==> src/sv/mf15_pkg.sv <==
// Package: shared types and constants for the 15-bit minifloat unit.
`timescale 1ns / 1ps
package mf15_pkg;
	localparam logic [14:0] POS_INF  = 15'd15360;
	localparam logic [14:0] NEG_INF  = 15'd31744;
	localparam logic [14:0] NAN_VAL  = 15'd15361;
	localparam logic [14:0] NEG_ZERO = 15'd16384;
	localparam int          BIAS     = 7;
	localparam logic        OP_ADD   = 1'b0;
	localparam logic        OP_MUL   = 1'b1;

	// Unnormalized value: n * 2^(k) with k held as a signed exponent.
	typedef struct packed {
		logic               special;  // result fixed by special-case rules
		logic [14:0]        spec_val;
		logic               sign;
		logic [24:0]        n;
		logic signed [7:0]  k;
	} mf15_raw_t;
endpackage

==> src/sv/mf15_front.sv <==
// Front stage: operand unpacking, special cases, aligned add or raw multiply.
`timescale 1ns / 1ps
module mf15_front (
	input  logic                 action,
	input  logic [14:0]          operand_a,
	input  logic [14:0]          operand_b,
	output mf15_pkg::mf15_raw_t  raw
);
	logic        sa, sb;
	logic [3:0]  ea, eb;
	logic [9:0]  fa, fb;
	logic [10:0] ga, gb;
	logic [3:0]  xa, xb, emin;
	logic        nan_a, nan_b, inf_a, inf_b, zer_a, zer_b;
	logic [24:0] x, y;
	logic [21:0] prod;

	always_comb begin
		sa = operand_a[14]; ea = operand_a[13:10]; fa = operand_a[9:0];
		sb = operand_b[14]; eb = operand_b[13:10]; fb = operand_b[9:0];
		ga = {(ea != 4'd0), fa};
		gb = {(eb != 4'd0), fb};
		xa = (ea == 4'd0) ? 4'd1 : ea;
		xb = (eb == 4'd0) ? 4'd1 : eb;
		nan_a = (ea == 4'd15) && (fa != 10'd0);
		nan_b = (eb == 4'd15) && (fb != 10'd0);
		inf_a = (ea == 4'd15) && (fa == 10'd0);
		inf_b = (eb == 4'd15) && (fb == 10'd0);
		zer_a = (ea == 4'd0) && (fa == 10'd0);
		zer_b = (eb == 4'd0) && (fb == 10'd0);
		emin = (xa < xb) ? xa : xb;
		// finite exponent gap is at most 13: aligned significand needs 24 bits, sum 25
		x = 25'd0; y = 25'd0;
		prod = 22'(ga) * 22'(gb);
		raw = '0;
		if (action == mf15_pkg::OP_MUL) begin
			raw.sign = sa ^ sb;
			if (nan_a || nan_b) begin
				raw.special = 1'b1; raw.spec_val = mf15_pkg::NAN_VAL;
			end else if (inf_a || inf_b) begin
				raw.special = 1'b1;
				raw.spec_val = (zer_a || zer_b) ? mf15_pkg::NAN_VAL :
					((sa ^ sb) ? mf15_pkg::NEG_INF : mf15_pkg::POS_INF);
			end
			raw.n = 25'(prod);
			raw.k = 8'(signed'({4'd0, xa}) + signed'({4'd0, xb}) - 8'sd34);
		end else begin
			if (nan_a || nan_b) begin
				raw.special = 1'b1; raw.spec_val = mf15_pkg::NAN_VAL;
			end else if (inf_a && inf_b) begin
				raw.special = 1'b1;
				raw.spec_val = (sa != sb) ? mf15_pkg::NAN_VAL :
					(sa ? mf15_pkg::NEG_INF : mf15_pkg::POS_INF);
			end else if (inf_a) begin
				raw.special = 1'b1; raw.spec_val = sa ? mf15_pkg::NEG_INF : mf15_pkg::POS_INF;
			end else if (inf_b) begin
				raw.special = 1'b1; raw.spec_val = sb ? mf15_pkg::NEG_INF : mf15_pkg::POS_INF;
			end else if (zer_a && zer_b) begin
				raw.special = 1'b1; raw.spec_val = (sa && sb) ? mf15_pkg::NEG_ZERO : 15'd0;
			end
			x = 25'(ga) << (xa - emin);
			y = 25'(gb) << (xb - emin);
			if (sa == sb) begin
				raw.sign = sa; raw.n = x + y;
			end else if (x > y) begin
				raw.sign = sa; raw.n = x - y;
			end else begin
				raw.sign = sb; raw.n = y - x;
				if (y == x) raw.sign = 1'b0;
			end
			raw.k = 8'(signed'({4'd0, emin}) - 8'sd17);
		end
	end
endmodule

==> src/sv/mf15_pack.sv <==
// Pack stage: leading-one search and rounding-free packing to 15 bits.
`timescale 1ns / 1ps
module mf15_pack (
	input  mf15_pkg::mf15_raw_t raw,
	output logic [14:0]         res
);
	logic [4:0]         msb;
	logic               nz;
	logic signed [8:0]  bexp;
	logic signed [8:0]  sh;
	logic [24:0]        mant;
	logic [14:0]        s;

	always_comb begin
		msb = 5'd0; nz = 1'b0;
		for (int i = 0; i < 25; i++) begin
			if (raw.n[i]) begin
				msb = 5'(i); nz = 1'b1;
			end
		end
		s = {raw.sign, 14'd0};
		bexp = 9'(signed'({4'd0, msb}) + 9'(raw.k) + 9'sd7);
		sh = 9'(9'(raw.k) + 9'sd16);
		mant = 25'd0;
		if (raw.special) res = raw.spec_val;
		else if (!nz) res = s;
		else if (bexp >= 9'sd15) res = s | 15'h3C00;
		else if (bexp >= 9'sd1) begin
			if (msb >= 5'd10) mant = raw.n >> (msb - 5'd10);
			else mant = raw.n << (5'd10 - msb);
			res = s | {1'b0, bexp[3:0], mant[9:0]};
		end else begin
			if (sh >= 9'sd0) mant = raw.n << sh[4:0];
			else if (sh <= -9'sd25) mant = 25'd0;
			else mant = raw.n >> 5'(-sh);
			res = s | {5'd0, mant[9:0]};
		end
	end
endmodule

==> src/sv/minifloat15_add_mul_unit.sv <==
// Top level: three-stage pipelined 15-bit minifloat adder and multiplier.
`timescale 1ns / 1ps
// Takes one transfer per clock while the output is not stalled: operands
// are registered (s1), the front stage forms the exact aligned sum or
// integer product (s2), the pack stage normalizes and truncates (s3). The
// result is registered in s3 after passing s1 and s2; a stall on the output
// freezes all stages together, so throughput is one item per cycle
// whenever the consumer keeps ready high.
module minifloat15_add_mul_unit (
	input  logic        clk,
	input  logic        arst_n,
	input  logic        in_valid,
	output logic        in_ready,
	input  logic        action,
	input  logic [14:0] operand_a,
	input  logic [14:0] operand_b,
	output logic        out_valid,
	input  logic        out_ready,
	output logic [14:0] result
);
	logic                v_s1, v_s2, v_s3;
	logic                act_s1;
	logic [14:0]         a_s1, b_s1, res_s3, res_c;
	mf15_pkg::mf15_raw_t raw_c, raw_s2;
	logic                adv;

	// whole pipe advances unless the final result is stuck
	assign adv = !v_s3 || out_ready;
	assign in_ready = adv;

	mf15_front u_front (.action(act_s1), .operand_a(a_s1), .operand_b(b_s1), .raw(raw_c));
	mf15_pack  u_pack  (.raw(raw_s2), .res(res_c));

	always_ff @(posedge clk or negedge arst_n) begin
		if (!arst_n) begin
			v_s1 <= 1'b0; v_s2 <= 1'b0; v_s3 <= 1'b0;
		end else if (adv) begin
			v_s1 <= in_valid; v_s2 <= v_s1; v_s3 <= v_s2;
		end
	end

	always_ff @(posedge clk) begin
		if (adv) begin
			act_s1 <= action; a_s1 <= operand_a; b_s1 <= operand_b;
			raw_s2 <= raw_c;
			res_s3 <= res_c;
		end
	end

	assign out_valid = v_s3;
	assign result    = res_s3;

	a_hold: assert property (@(posedge clk) disable iff (!arst_n)
		out_valid && !out_ready |=> out_valid && $stable(result)) else $error("result dropped");
	a_flow: assert property (@(posedge clk) disable iff (!arst_n)
		in_valid && in_ready |=> v_s1) else $error("transfer lost");
	a_move: assert property (@(posedge clk) disable iff (!arst_n)
		v_s2 && adv |=> v_s3) else $error("stage 2 lost");
endmodule
==> config.mk <==
export PLATFORM = sky130hd
export DESIGN_NAME = minifloat15_add_mul_unit
export DESIGN_NICKNAME = d
export VERILOG_FILES = /design/src/sv/mf15_pkg.sv /design/src/sv/mf15_front.sv /design/src/sv/mf15_pack.sv /design/src/sv/minifloat15_add_mul_unit.sv
export SDC_FILE = /design/constraint.sdc
export NUM_CORES = 1
export LEC_CHECK = 0
export BUFFER_PORTS_ARGS = -buffer_cell sky130_fd_sc_hd__buf_2
export CAP_MARGIN = 20
export CELL_PAD_IN_SITES_DETAIL_PLACEMENT = 1
export CELL_PAD_IN_SITES_GLOBAL_PLACEMENT = 1
export CORE_ASPECT_RATIO = 1.1
export CORE_MARGIN = 2
export CORE_UTILIZATION = 45
export DETAILED_ROUTE_END_ITERATION = 16
export PLACE_DENSITY = 0.84
export SYNTH_ARGS = -nofsm -noshare
export SYNTH_HDL_FRONTEND = slang
export SYNTH_SLANG_ARGS = --single-unit
export TNS_END_PERCENT = 1
==> constraint.sdc <==
create_clock -name clk -period 19.3 [get_ports clk]
set_clock_uncertainty 0.05 [all_clocks]
set_input_delay 3.86 -clock clk [delete_from_list [all_inputs] [get_ports clk]]
set_output_delay 3.86 -clock clk [all_outputs]
set_load 0.1 [all_outputs]
==> flow_summary_export.csv <==
group,metric,value,unit
logic_synthesis,yosysUniqueCellTypes,92,
worst_setup_path,cp_slowest_cell,"fa_1",
clocking,clk_path_buf_depth,2,
floorplan,dieArea,38140,um2
logic_synthesis,async_flop_share,3.529,%
logic_synthesis,synth_xor_area_share,3.366,%
logic_synthesis,synthAdderAreaFrac,23.72,%
worst_setup_path,path_max_fanout,22,
routing,vias,15600,
worst_setup_path,timing.rr.start,"b_s1[11]",
worst_setup_path,critPathLaunchType,"register",
place,place_inst,2462,
worst_setup_path,rr_worst_depth,29,
clocking,htree_levels,3,
clocking,cts-resized-gates,0,
global_routing,grt_pass1_wl,94430,um
place,portBuffers,51,
timing,worstMarginPinSlew,1149,ps
clocking,clock-sinks,85,
logic_synthesis,synth_enable_flop_cells,82,
timing,tns,0,ps
timing,max_freq,112.9,MHz
logic_synthesis,synthesis.area,16470,um2
routing,wl_met1,22920,um
logic_synthesis,synthCells,2031,
logic_synthesis,synthMuxAreaShare,10.65,%
clocking,clock_latency,390,ps
global_routing,grt_max_degree,81,
timing,setup_viol,0,
global_routing,track_usage,31.96,%
status,status,"finished clean",
routing,drc,0,
routing,finalWirelength,61130,um
routing,drt_iter0_markers,1224,
min_path,min_delay_path_depth,1,
timing,rsz0062_at_grt,"no",
min_path,whs_endpoint,"out_valid",
worst_setup_path,cp-end-kind,"register",
routing,dr_wl_met3,2962,um
global_routing,grt_overflow,0,
cells_and_area,area_growth,4.886,%
worst_setup_path,crit_family,"compound AO/OA/AOI/OAI gates",
cells_and_area,num_antenna_cells,0,
timing,fin_crit_sh,45.88,%
timing,finalCriticalPeriod,8856,ps
routing,firstDrtPassIters,5,
timing,drv_slew,0,
cells_and_area,drive_above_1_share,9.086,%
routing,via_per_inst,6.293,
worst_setup_path,worstPathArrival,8940,ps
worst_setup_path,cp_num_buf_inv,3,
clocking,cts.hold.buffers_added,0,
logic_synthesis,synth_compound_area_share,19.00,%
logic_synthesis,synth_warnings,0,
worst_setup_path,r2r_slack,10440,ps
logic_synthesis,ys_ff_latch,85,
logic_synthesis,synthFlopType,"edfxtp_1",
worst_setup_path,slowest_delay,1070,ps
cells_and_area,final.fill_count,4358,
floorplan,io_pins,52,
cells_and_area,num-nets-final,2282,
worst_setup_path,crit_type,"reg2reg",
place,dp_hpwl,47510,um
clocking,cts_root_buffer,"clkbuf_16",
global_routing,antenna_found_initial,0,
logic_synthesis,synth_top_family_by_area,"adder cells",
clocking,clk_pin_slew,80,ps
global_routing,grt_pass1_vias,16695,
floorplan,start_util,45.64,%
routing,final_antenna_net_count,0,
routing,top_layer_used,"met4",
floorplan,rows,73,
worst_setup_path,reg2reg_to,"raw_s2[32]",
routing,wire_per_inst,24.66,um
cells_and_area,multi_input_area,12640,um2
clocking,cts_tree,"built",
logic_synthesis,synth_area_per_cell,8.107,um2
logic_synthesis,synthSimpleGateAreaFrac,19.96,%
worst_setup_path,required,19390,ps
routing,dr_wl_met2,30950,um
job,drv_cap,0,
clocking,cts_buffers,9,
logic_synthesis,ys_seq_area_share,15.41,%
timing,final_hold_viol_count,0,
min_path,min_from,"v_s2",
timing,relSlewSlack,23.43,%
floorplan,die_h,204.6,um
cells_and_area,regArea,2537,um2
logic_synthesis,synth_nets,2326,
floorplan,core_area,36080,um2
floorplan,fp.dieW,186.4,um
clocking,post_cts_buffers,0,
place,gp_congestion,0.9368,
cells_and_area,final_cells,2479,
min_path,hold_class,"reg2reg",
==> per-layer routing <==
metal	global-route usage (%)	up-vias
li1	-	7048
met2	58.74	584
met4	21.00	0
met3	4.780	255
met1	34.21	7713
met5	0	-
==> how the worst max path moves through the flow <==
stage                     startpoint         end  depth (start not counted)
after global placement     out_ready    in_ready                          3
after detailed placement    b_s1[11]  raw_s2[32]                         27
after CTS                   b_s1[11]  raw_s2[32]                         27
after global routing        b_s1[11]  raw_s2[32]                         27
final                       b_s1[11]  raw_s2[32]                         29
after floorplan            out_ready    in_ready                          1
==> worst reg2reg max path: cells and delay by family, from the launching register on <==
kind            cells  cell delay (ps)
fa+ha+maj           4             1870
buf+inv             3              340
flops               1              550
mux                 4             1040
simple gates        9             1920
compound gates      9             2820
==> cell type report <==
cell class              instances  share of cell area, %
clock buffers                   9                  1.304
clock inverters                 7                 0.7390
inverters                     198                  4.303
multi-input cells            1624                  73.17
flip-flops and latches         85                  14.69
well taps                     487                  3.528
repair buffers                 69                  2.260
==> cell families after synthesis <==
group                    count (synthesis)
AND/OR/NAND/NOR                        686
AO/OA/AOI/OAI                          465
buffers and inverters                  322
adder cells (fa/ha/maj)                260
multiplexers                           154
flip-flops                              85
XOR/XNOR                                59
==> registers in the layout, summed over array words and instances (netlist names) <==
| name | cells |
|---|---|
| v_s2 | 1 |
| act_s1 | 1 |
| raw_s2 | 36 |
| a_s1 | 15 |
| v_s1 | 1 |
| result | 15 |
| out_valid | 1 |
| b_s1 | 15 |
==> per-stage QoR <==
| step | hold WS [ps] | area (um2) | utilization (%) | setup slack [ps] |
|---|---|---|---|---|
| finish | 424.6 | 17270 | 47.87 | 10440 |
| global route | 453.8 | 17270 | 47.87 | 9818 |
| CTS | 426.3 | 17260 | 47.85 | 10540 |
| detailed placement | 410.0 | 16910 | 46.87 | 10570 |
| global placement | 387.9 | 16910 | 46.87 | 10800 |
| floorplan | 380.5 | 16470 | - | 8770 |
==> cell usage after synthesis (6+ instances only) <==
library cell | n | area [um2]
a31oi_1 | 19 | 118.9
xnor2_1 | 39 | 341.6
o31ai_1 | 6 | 45.04
a21oi_1 | 127 | 635.6
nand3b_1 | 8 | 60.06
o22ai_1 | 12 | 75.07
a311oi_1 | 14 | 122.6
or3_1 | 16 | 100.1
o21bai_1 | 22 | 165.2
nand3_1 | 49 | 245.2
o21ai_1 | 6 | 30.03
nor2_1 | 170 | 638.1
edfxtp_1 | 82 | 2462
ha_1 | 173 | 2165
mux2i_1 | 105 | 1051
o21a_1 | 15 | 112.6
a22oi_1 | 9 | 67.56
buf_4 | 6 | 45.04
fa_1 | 87 | 1742
nand2_1 | 225 | 844.6
o21ai_0 | 90 | 450.4
inv_1 | 193 | 724.4
nand2b_1 | 23 | 143.9
mux4_2 | 13 | 292.8
xor2_1 | 18 | 157.7
nor2b_1 | 19 | 118.9
or4_1 | 8 | 60.06
and3_1 | 13 | 81.33
nand4_1 | 15 | 93.84
nor3_1 | 40 | 200.2
or2_2 | 13 | 81.33
mux2_2 | 35 | 394.1
a211oi_1 | 27 | 202.7
a21o_1 | 19 | 142.6
a221oi_1 | 6 | 52.55
and2_1 | 58 | 362.9
buf_2 | 19 | 95.09
clkbuf_1 | 88 | 330.3
nor4_1 | 12 | 75.07
o211ai_1 | 28 | 210.2
==> cells in the final DEF, fill, tap and decap left out, types with 22 or more instances in the layout <==
master,synthesis,layout
o211ai_1,28,28
mux2_2,35,35
a21oi_1,127,127
nor2_1,170,170
nor3_1,40,40
inv_1,193,193
ha_1,173,173
nand2b_1,23,22
and2_1,58,58
edfxtp_1,82,82
fa_1,87,87
nand2_1,225,225
a211oi_1,27,27
o21ai_0,90,90
nand3_1,49,49
mux2i_1,105,105
o21bai_1,22,22
buf_2,19,51
xnor2_1,39,39
Power is not shown: default switching activity piles up to over one toggle a cycle in this logic, so the estimate is an artifact.
